## src/nth_pkg.sv

```systemverilog
`default_nettype none

package nth_pkg;

    localparam int REQ_W   = 3;
    localparam int DEV_W   = 16;
    localparam int NODE_W  = 48;
    localparam int SIZE_W  = 48;
    localparam int LIVE_W  = 11;
    localparam int BYTES_W = 56;
    localparam int ACC_W   = BYTES_W + 2;

    typedef enum logic [REQ_W-1:0] {
        REQ_INSERT = 3'd0,
        REQ_REMOVE = 3'd1,
        REQ_UPDATE = 3'd2,
        REQ_FIND   = 3'd3,
        REQ_CLEAR  = 3'd4
    } req_t;

    typedef enum logic [2:0] {
        ST_IDLE,
        ST_RD,
        ST_CMP,
        ST_ADD,
        ST_EXEC,
        ST_DONE,
        ST_SWEEP
    } state_t;

    typedef struct packed {
        logic              valid;
        logic [DEV_W-1:0]  dev;
        logic [NODE_W-1:0] node;
        logic [SIZE_W-1:0] size;
    } slot_t;

endpackage

`default_nettype wire

```

## src/nth_alu.sv

```systemverilog
`default_nettype none

module nth_alu (
    input  wire logic signed [nth_pkg::ACC_W-1:0]   a,
    input  wire logic signed [nth_pkg::ACC_W-1:0]   b,
    input  wire logic                               sub,
    output logic signed      [nth_pkg::ACC_W-1:0]   raw,
    output logic             [nth_pkg::BYTES_W-1:0] clamped
);

    import nth_pkg::*;

    assign raw = sub ? (a - b) : (a + b);

    // clamp to [0, 2^BYTES_W - 1]
    always_comb
    begin
        priority if (raw[ACC_W-1])
        begin
            clamped = '0;
        end
        else if (raw[ACC_W-2:BYTES_W] != '0)
        begin
            clamped = '1;
        end
        else
        begin
            clamped = raw[BYTES_W-1:0];
        end
    end

endmodule

`default_nettype wire
```

## config.mk

```make
export PLATFORM = sky130hd
export DESIGN_NAME = nth_alu
export DESIGN_NICKNAME = d
export VERILOG_FILES = /design/src/nth_pkg.sv /design/src/nth_alu.sv
export SDC_FILE = /design/constraint.sdc
export NUM_CORES = 1
export LEC_CHECK = 0
export BUFFER_PORTS_ARGS = -buffer_cell sky130_fd_sc_hd__buf_2
export CAP_MARGIN = 10
export CORE_MARGIN = 5
export CORE_UTILIZATION = 55
export DETAILED_ROUTE_END_ITERATION = 10
export PLACE_DENSITY = 0.95
export SLEW_MARGIN = 20
export SYNTH_ARGS = -nofsm -noshare
export SYNTH_HDL_FRONTEND = slang
export SYNTH_SLANG_ARGS = --single-unit
```

## constraint.sdc

```tcl
create_clock -name vclk -period 9.1
set_input_delay 0.455 -clock vclk [all_inputs]
set_output_delay 0.455 -clock vclk [all_outputs]
set_load 0.02 [all_outputs]
```

==> results.md <==
- CP Capture Point: clamped[5]
- Hold Slack: 1.392 ns
- Worst setup path startpoint: b[3]
- Drt drc: 0
- DR pass1 iterations: 5
- Final std cells w/o fill: 1081
- Routed WL per cell: 16.76 um
- Die area: 11570 um^2
- DR iter-0 viols: 500
- Compound-Gate Fraction of Synth Area: 39.12%
- Mapped Cells: 767
- Adder-cell share of the synthesized area: 14.24%
- Postcts setup bufs: 0
- Yosys cell types: 64
- Post-Syn Area: 5236 um^2
- Worst-Margin Slew: 0.9978 ns
- Final Critical Period: 7.425 ns
- FF+latch count: 0
- Post_cts resized: 0
- Most common cell after layout, fill and taps aside: buf_2
- Synth Warn #: 0
- Via count: 6563
- All-Layer GR Usage: 28.70%
- Status: finished clean
- Gr ovfl total: 0
- Max Cap Viol: 0
- Crit end category: output pin
- Highest-count cells in the layout ignoring fill and taps: buf_2, a21oi_1, xnor2_1
- Power Density: 179.1 nW/um^2
- Die width: 107.6 um
- Register Area: 0 um^2
- VDD IR max: 0.1372 mV
- Final setup violation count: 0
- Initial Utilization: 56.67%
- Layout cells sized above 1: 28.68%
- Final ANT Viol Nets: 0
- CP Max Fanout: 33
- Synth Area in Simple Gates: 21.48%
- Area after DPL: 6364 um^2
- Largest family of logic cells by synthesized area: compound AO/OA/AOI/OAI gates
- Max Clk Rate: 0.1347 GHz
- Critical Path RT: 8.65 ns
- Row cnt: 35
- Static Leak: 0.003089 uW
- Final Hold Vio Count: 0
- Max-slew headroom: 33.38%
- Hold Path Depth: 5
- Vias per cell: 6.071
- Hold Path Class: primary input to output pin
- Core Area: 9240 um^2
- Die Ht: 107.6 um
- Sum Neg Setup Slack: 0 ns
- Dpl cells: 1081
- Pin count of the biggest net entering global routing: 58
- Critical Path AT: 6.97 ns
- Max-slew violations: 0
- Final instance area: 6364 um^2
- First-pass GRT wire length: 28.28 mm
- Multiplexer area fraction after synthesis: 0.1912%
- Layout area overhead: 21.53%
- Crit share post-route: 81.59%
- Total wire length: 18.11 mm
- IO Pins: 231
- Hold_buf cts: 0
- Vias in the first global route: 6091
- Hpwl dp: 15.27 mm
- I/O Buffers: 231
- Startpoint types: primary input
- Synthesized Nets: 943
- Critical path class: primary input to output pin
- Register area share after synthesis: 0%
- Util after Layout: 68.87%
- Clock buffer count: 0
- Mean Syn Cell Area: 6.827 um^2
- Post-synthesis xor/xnor area fraction: 18.90%
- Ant. Diodes: 0
- RSZ-0062 raised after global routing: no
- Antenna violations before repair: 0
- NumNets Final: 1130
- Routability cong.: 0.9552
==> worst max-delay path, stage by stage <==
cell and delay [ns]:
buf_2 0.12, or3_1 0.42, nor3b_1 0.64, and3_1 0.41, nor3b_2 0.40, nand2_1 0.21
or3_1 0.41, nor3_2 0.29, a31oi_1 0.15, xnor2_1 0.16, ha_1 0.38, a21oi_1 0.24
o21ai_0 0.13, nor2_1 0.12, o21ai_0 0.11, a31oi_1 0.19, nor2_1 0.06, a2111oi_0 0.34
a21oi_1 0.17, xnor2_2 0.77, buf_4 0.42, o21ba_2 0.21, buf_2 0.16
==> metrics by stage <==
stage               setup slack [ns]  power [uW]
finish                         1.675        1140
global route                   1.013        1223
CTS                            1.771        1134
detailed placement             1.816        1128
global placement               2.005        1109
floorplan                      3.455       808.0
==> how the worst min path moves through the flow <==
stage,startpoint,endpoint,slack (ns)
2_1_floorplan,b[0],raw[0],1.12
3_3_place_gp,a[0],raw[0],1.39
3_5_place_dp,a[0],raw[0],1.40
4_1_cts,a[0],raw[0],1.40
5_1_grt,a[0],raw[0],1.44
6_report,a[0],raw[0],1.39
==> layout make-up <==
class / instances / area, um^2
Fill cell: 796 / 2877
Inverter: 28 / 105.1
Multi-Input combinational cell: 691 / 4926
Tap cell: 129 / 161.4
Timing Repair Buffer: 233 / 1171
==> where the power goes <==
group / internal [uW] / total, uW / switching [uW]
Sequential: 0 / 0 / 0
Combinational: 430 / 1140 / 710
Clock: 0 / 0 / 0
Total: 430 / 1140 / 710
==> synth_stat cells, types with 5 or more instances <==
cell	count	area (um^2)
nor2_1	69	259.0
o211ai_1	5	37.54
a211oi_1	7	52.55
xnor2_1	91	797.0
ha_1	58	725.7
a21o_1	29	217.7
nand4_1	21	131.4
nand2_1	50	187.7
nand2b_1	6	37.54
xor2_1	22	192.7
o21ai_0	34	170.2
o21a_1	8	60.06
a31oi_1	19	118.9
nand3_1	10	50.05
a21oi_1	93	465.5
nor4_1	10	62.56
o21bai_1	11	82.58
inv_1	27	101.4
clkbuf_1	40	150.1
o21ba_2	23	230.2
and2_1	6	37.54
nor3_1	18	90.09
o21ba_1	30	300.3
==> routing by layer <==
metal  vias up  global-route usage [%]  wire length, um
li1       3193                       -                -
met1      2950                   37.25             7334
met2       375                   50.09             8649
met3        45                   4.319             1746
met4         0                   5.861              384
met5         -                       0                0
==> kinds of logic after synthesis <==
kind of cell | count (synthesis)
xor+xnor | 113
fa+ha+maj | 59
buf+inv | 76
mux | 1
simple gates | 221
compound gates | 297
Note: power is estimated with default switching activity, not from simulation.
