===== config.mk =====
export PLATFORM = sky130hd
export DESIGN_NAME = nth_ram
export DESIGN_NICKNAME = d
export VERILOG_FILES = /design/src/nth_ram.sv
export SDC_FILE = /design/constraint.sdc
export NUM_CORES = 1
export LEC_CHECK = 0
export ABC_AREA = 1
export ABC_CLOCK_PERIOD_IN_PS = 1900
export BUFFER_PORTS_ARGS = -buffer_cell sky130_fd_sc_hd__buf_2
export CAP_MARGIN = 20
export CORE_ASPECT_RATIO = 0.75
export CORE_MARGIN = 4
export CORE_UTILIZATION = 45
export CTS_BUF_LIST = sky130_fd_sc_hd__clkbuf_4
export CTS_CLUSTER_SIZE = 12
export DETAILED_ROUTE_END_ITERATION = 16
export GPL_TIMING_DRIVEN = 0
export PLACE_DENSITY = 0.66
export SLEW_MARGIN = 20
export SYNTH_ARGS = -nofsm -noshare
export SYNTH_HDL_FRONTEND = slang
export SYNTH_SLANG_ARGS = --single-unit

===== constraint.sdc =====
create_clock -name clk -period 1.9 [get_ports clk]
set_input_delay 0.285 -clock clk [delete_from_list [all_inputs] [get_ports clk]]
set_output_delay 0.285 -clock clk [all_outputs]
set_load 0.01 [all_outputs]

===== src/nth_ram.sv =====
`default_nettype none

module nth_ram #(
    parameter int WIDTH = 8,
    parameter int DEPTH = 16
) (
    input  wire logic                     clk,
    input  wire logic                     we,
    input  wire logic [$clog2(DEPTH)-1:0] waddr,
    input  wire logic [WIDTH-1:0]         wdata,
    input  wire logic [$clog2(DEPTH)-1:0] raddr,
    output logic      [WIDTH-1:0]         rdata
);

    logic [WIDTH-1:0] mem [DEPTH];

    always_ff @(posedge clk)
    begin
        if (we)
        begin
            mem[waddr] <= wdata;
        end
        rdata <= mem[raddr];
    end

endmodule

`default_nettype wire


==> impl_metrics.py <==
metrics = {
    "synthesis": {
        "synth_xor_area_frac": 0,
        "synthCells": 551,
        "ys_seq_elements": 136,
        "synth_flop_cell": "edfxtp_1",
        "synth_compound_area_frac": 0,
        "postSynthNetCount": 569,
        "synthArstFlopShare": 0,
        "ys_types": 12,
        "netlist_area_sq_mm": 0.00577,
        "yosysSeqAreaShare": 0.694,
        "yosys.area_share.simple": 0.210,
        "yosys_warnings": 0,
        "synth_top_family_by_area": "simple AND/OR/NAND/NOR gates",
        "synth-edff-count": 128,
        "synth_common_cells": "nand2_1, edfxtp_1, inv_1",
        "post-synth-top-count-cell": "nand2_1",
        "avgSynthCellArea_sq_um": 10.5,
        "synth_area_leaders": "edfxtp_1, nand2_1, nand3_1, inv_1, dfxtp_1",
        "yosys-mux-area-fraction": 0,
        "yosysTopAreaCell": "edfxtp_1",
        "synth_fa_ha_area_frac": 0,
        "yosysTopAreaCellShare": 0.667,
    },
    "worst_setup_path": {
        "critPathBufInv": 1,
        "critPathKind": "reg2out",
        "r2r_start": "mem[10][4]",
        "critical_path.top_delay_family": "flip-flops",
        "worstPathCellList": "buf_2",
        "required_ns": 1.62,
        "start_kind": "register",
        "path_max_fanout": 1,
        "worstPathArrival_ns": 1.00,
        "r2r_slack_ns": 0.79,
        "end_kind": "primary output",
        "slowest_delay_ns": 0.33,
        "crit_slowest_cell": "dfxtp_1",
        "r2r-end": "rdata[4]",
        "rr_worst_depth": 6,
    },
    "sta": {
        "max_slew.worst_pin.slew_ns": 0.932,
        "finalHoldViolCount": 0,
        "worst_slack_ns": 0.618,
        "slew_headroom": 0.376,
        "max_freq_mhz": 780,
        "fin_worst_skew_ns": 0.0114,
        "rsz0062_at_grt": "no",
        "post-route-period-util": 0.675,
        "whs_ns": 0.133,
        "tns_ns": 0,
        "period_minus_slack_ns": 1.28,
        "setup_violations": 0,
        "slew_viol_final": 0,
    },
    "floorplanning": {
        "die-width_um": 139,
        "io_pins": 26,
        "core_area_sq_mm": 0.0124,
        "die_y_um": 106,
        "die_area_sq_mm": 0.0147,
        "row_count": 35,
        "start_util": 0.465,
    },
    "power": {
        "p_per_area_mw_per_mm2": 871,
        "power.switching_uw": 1350,
        "combPwrFrac": 0.082,
        "intPower_uw": 4160,
        "clockPowerShare": 0.308,
        "seqPwrFrac": 0.611,
        "ir_drop_mv": 0.416,
        "finalPower_uw": 5510,
        "power_leakage_uw": 0.00274,
        "switching_share": 0.245,
    },
    "final_layout": {
        "nets": 610,
        "post-route-util": 0.510,
        "drive_gt1_frac": 0.126,
        "fillerInstances": 1118,
        "synthToLayoutAreaGrowth_pct": 9.70,
        "num_antenna_cells": 0,
    },
    "clock_tree": {
        "clock_sinks": 136,
        "cts_setup_buffers": 0,
        "cts_tree": "done",
        "postCtsHoldBufs": 0,
        "clk_latency_ns": 0.54,
        "clock_path_buffers": 2,
        "cts_buffers": 17,
        "postCtsResizedCells": 0,
        "clkTransAtPathRegs_ns": 0.11,
        "cts_root_buf": "clkbuf_4",
        "htree_levels": 4,
    },
    "grt": {
        "track_usage": 0.202,
        "met1_usage": 0.301,
        "grt_pass1_vias": 3576,
        "antenna_found_initial": 0,
        "grt_pass1_wl_um": 21400,
        "grt_max_degree": 17,
        "grt_busiest_layer": "met1",
        "grt_use_met3": 0.0567,
        "grt_remaining_overflow": 0,
        "grtUsageMet2": 0.290,
    },
    "drt": {
        "wl_per_cell_um": 18.5,
        "first_iter_violations": 360,
        "final_antenna_net_count": 0,
        "drcViolationCount": 0,
        "wl_um": 14300,
        "vias": 3872,
        "vias_per_cell": 5.02,
        "drt_pass1_iterations": 5,
    },
    "worst_hold_path": {
        "holdPathEnd": "mem[8][2]",
        "hold_path_depth": 1,
        "hold_path_class": "in2reg",
        "hold_path_startpoint": "wdata[2]",
    },
    "run_status": {
        "outcome": "finished, final reports clean",
    },
    "placed_design": {
        "gp_congestion": 0.890,
        "port_buffers": 22,
        "hpwl_um": 9690,
        "pre_cts_ws_ns": 0.107,
    },
    "flow_run": {
        "maxCapViolations": 0,
    },
}
-- cell families (layout without fill, tap and decap cells) --
group	Yosys count	after routing
buffers and inverters	126	180
AND/OR/NAND/NOR	289	289
flip-flops	136	136
-- through the flow --
stage,cells,area [sq um]
final,771,6330
after global routing,771,6330
after CTS,771,6330
after detailed placement,739,6080
after global placement,739,6080
after floorplan,551,5770
-- area by class of cell --
cell class              count  area (sq um)  area share
multi-input cells         289          1210       0.192
repair buffers             22           110      0.0174
flip-flops and latches    136          4000       0.633
clock inverters            11          83.8      0.0133
clock buffers              21           158      0.0249
inverters                 102           383      0.0605
well taps                 166           208      0.0328
plain buffers              24           166      0.0263
-- metal layers --
layer  part of all wire  wire [um]  vias to the layer above
li1                   -          -                     1861
met1               0.46       6620                     1826
met2               0.43       6150                      170
met3              0.093       1330                       15
met4              0.011        161                        0
met5                  0          0                        -
-- power by group through the flow --
| stage | Clock [uW] | Combinational, uW | Sequential, uW |
|---|---|---|---|
| 2_1_floorplan | 0 | 237 | 3440 |
| 3_3_place_gp | 0 | 441 | 3430 |
| 3_5_place_dp | 0 | 447 | 3430 |
| 4_1_cts | 1710 | 449 | 3370 |
| 5_1_grt | 1860 | 495 | 3370 |
| 6_report | 1690 | 449 | 3360 |
-- cell usage in the layout, fill, tap and decap left out, types with 4 or more instances in the layout --
master,n
nand2_1,173
buf_6,6
clkbuf_4,21
buf_4,4
clkinv_2,4
edfxtp_1,128
nand3_1,97
dfxtp_1,8
buf_2,35
inv_1,100
nor2_1,17
-- how the worst max path moves through the flow --
stage                        start    endpoint  slack [ns]  cells after the start
final                     rdata[0]    rdata[0]        0.62                      1
after global routing      rdata[0]    rdata[0]        0.56                      1
after CTS                 rdata[3]    rdata[3]        0.59                      1
after detailed placement  waddr[3]   mem[5][3]        0.11                      3
after global placement    waddr[3]   mem[4][3]        0.13                      3
after floorplan           waddr[2]  mem[10][0]        0.66                      2
-- sequential cells by signal, indices dropped and copies added, names as in the netlist --
register,flops
mem,128
rdata,8
Note: power is estimated with default switching activity, not from simulation.
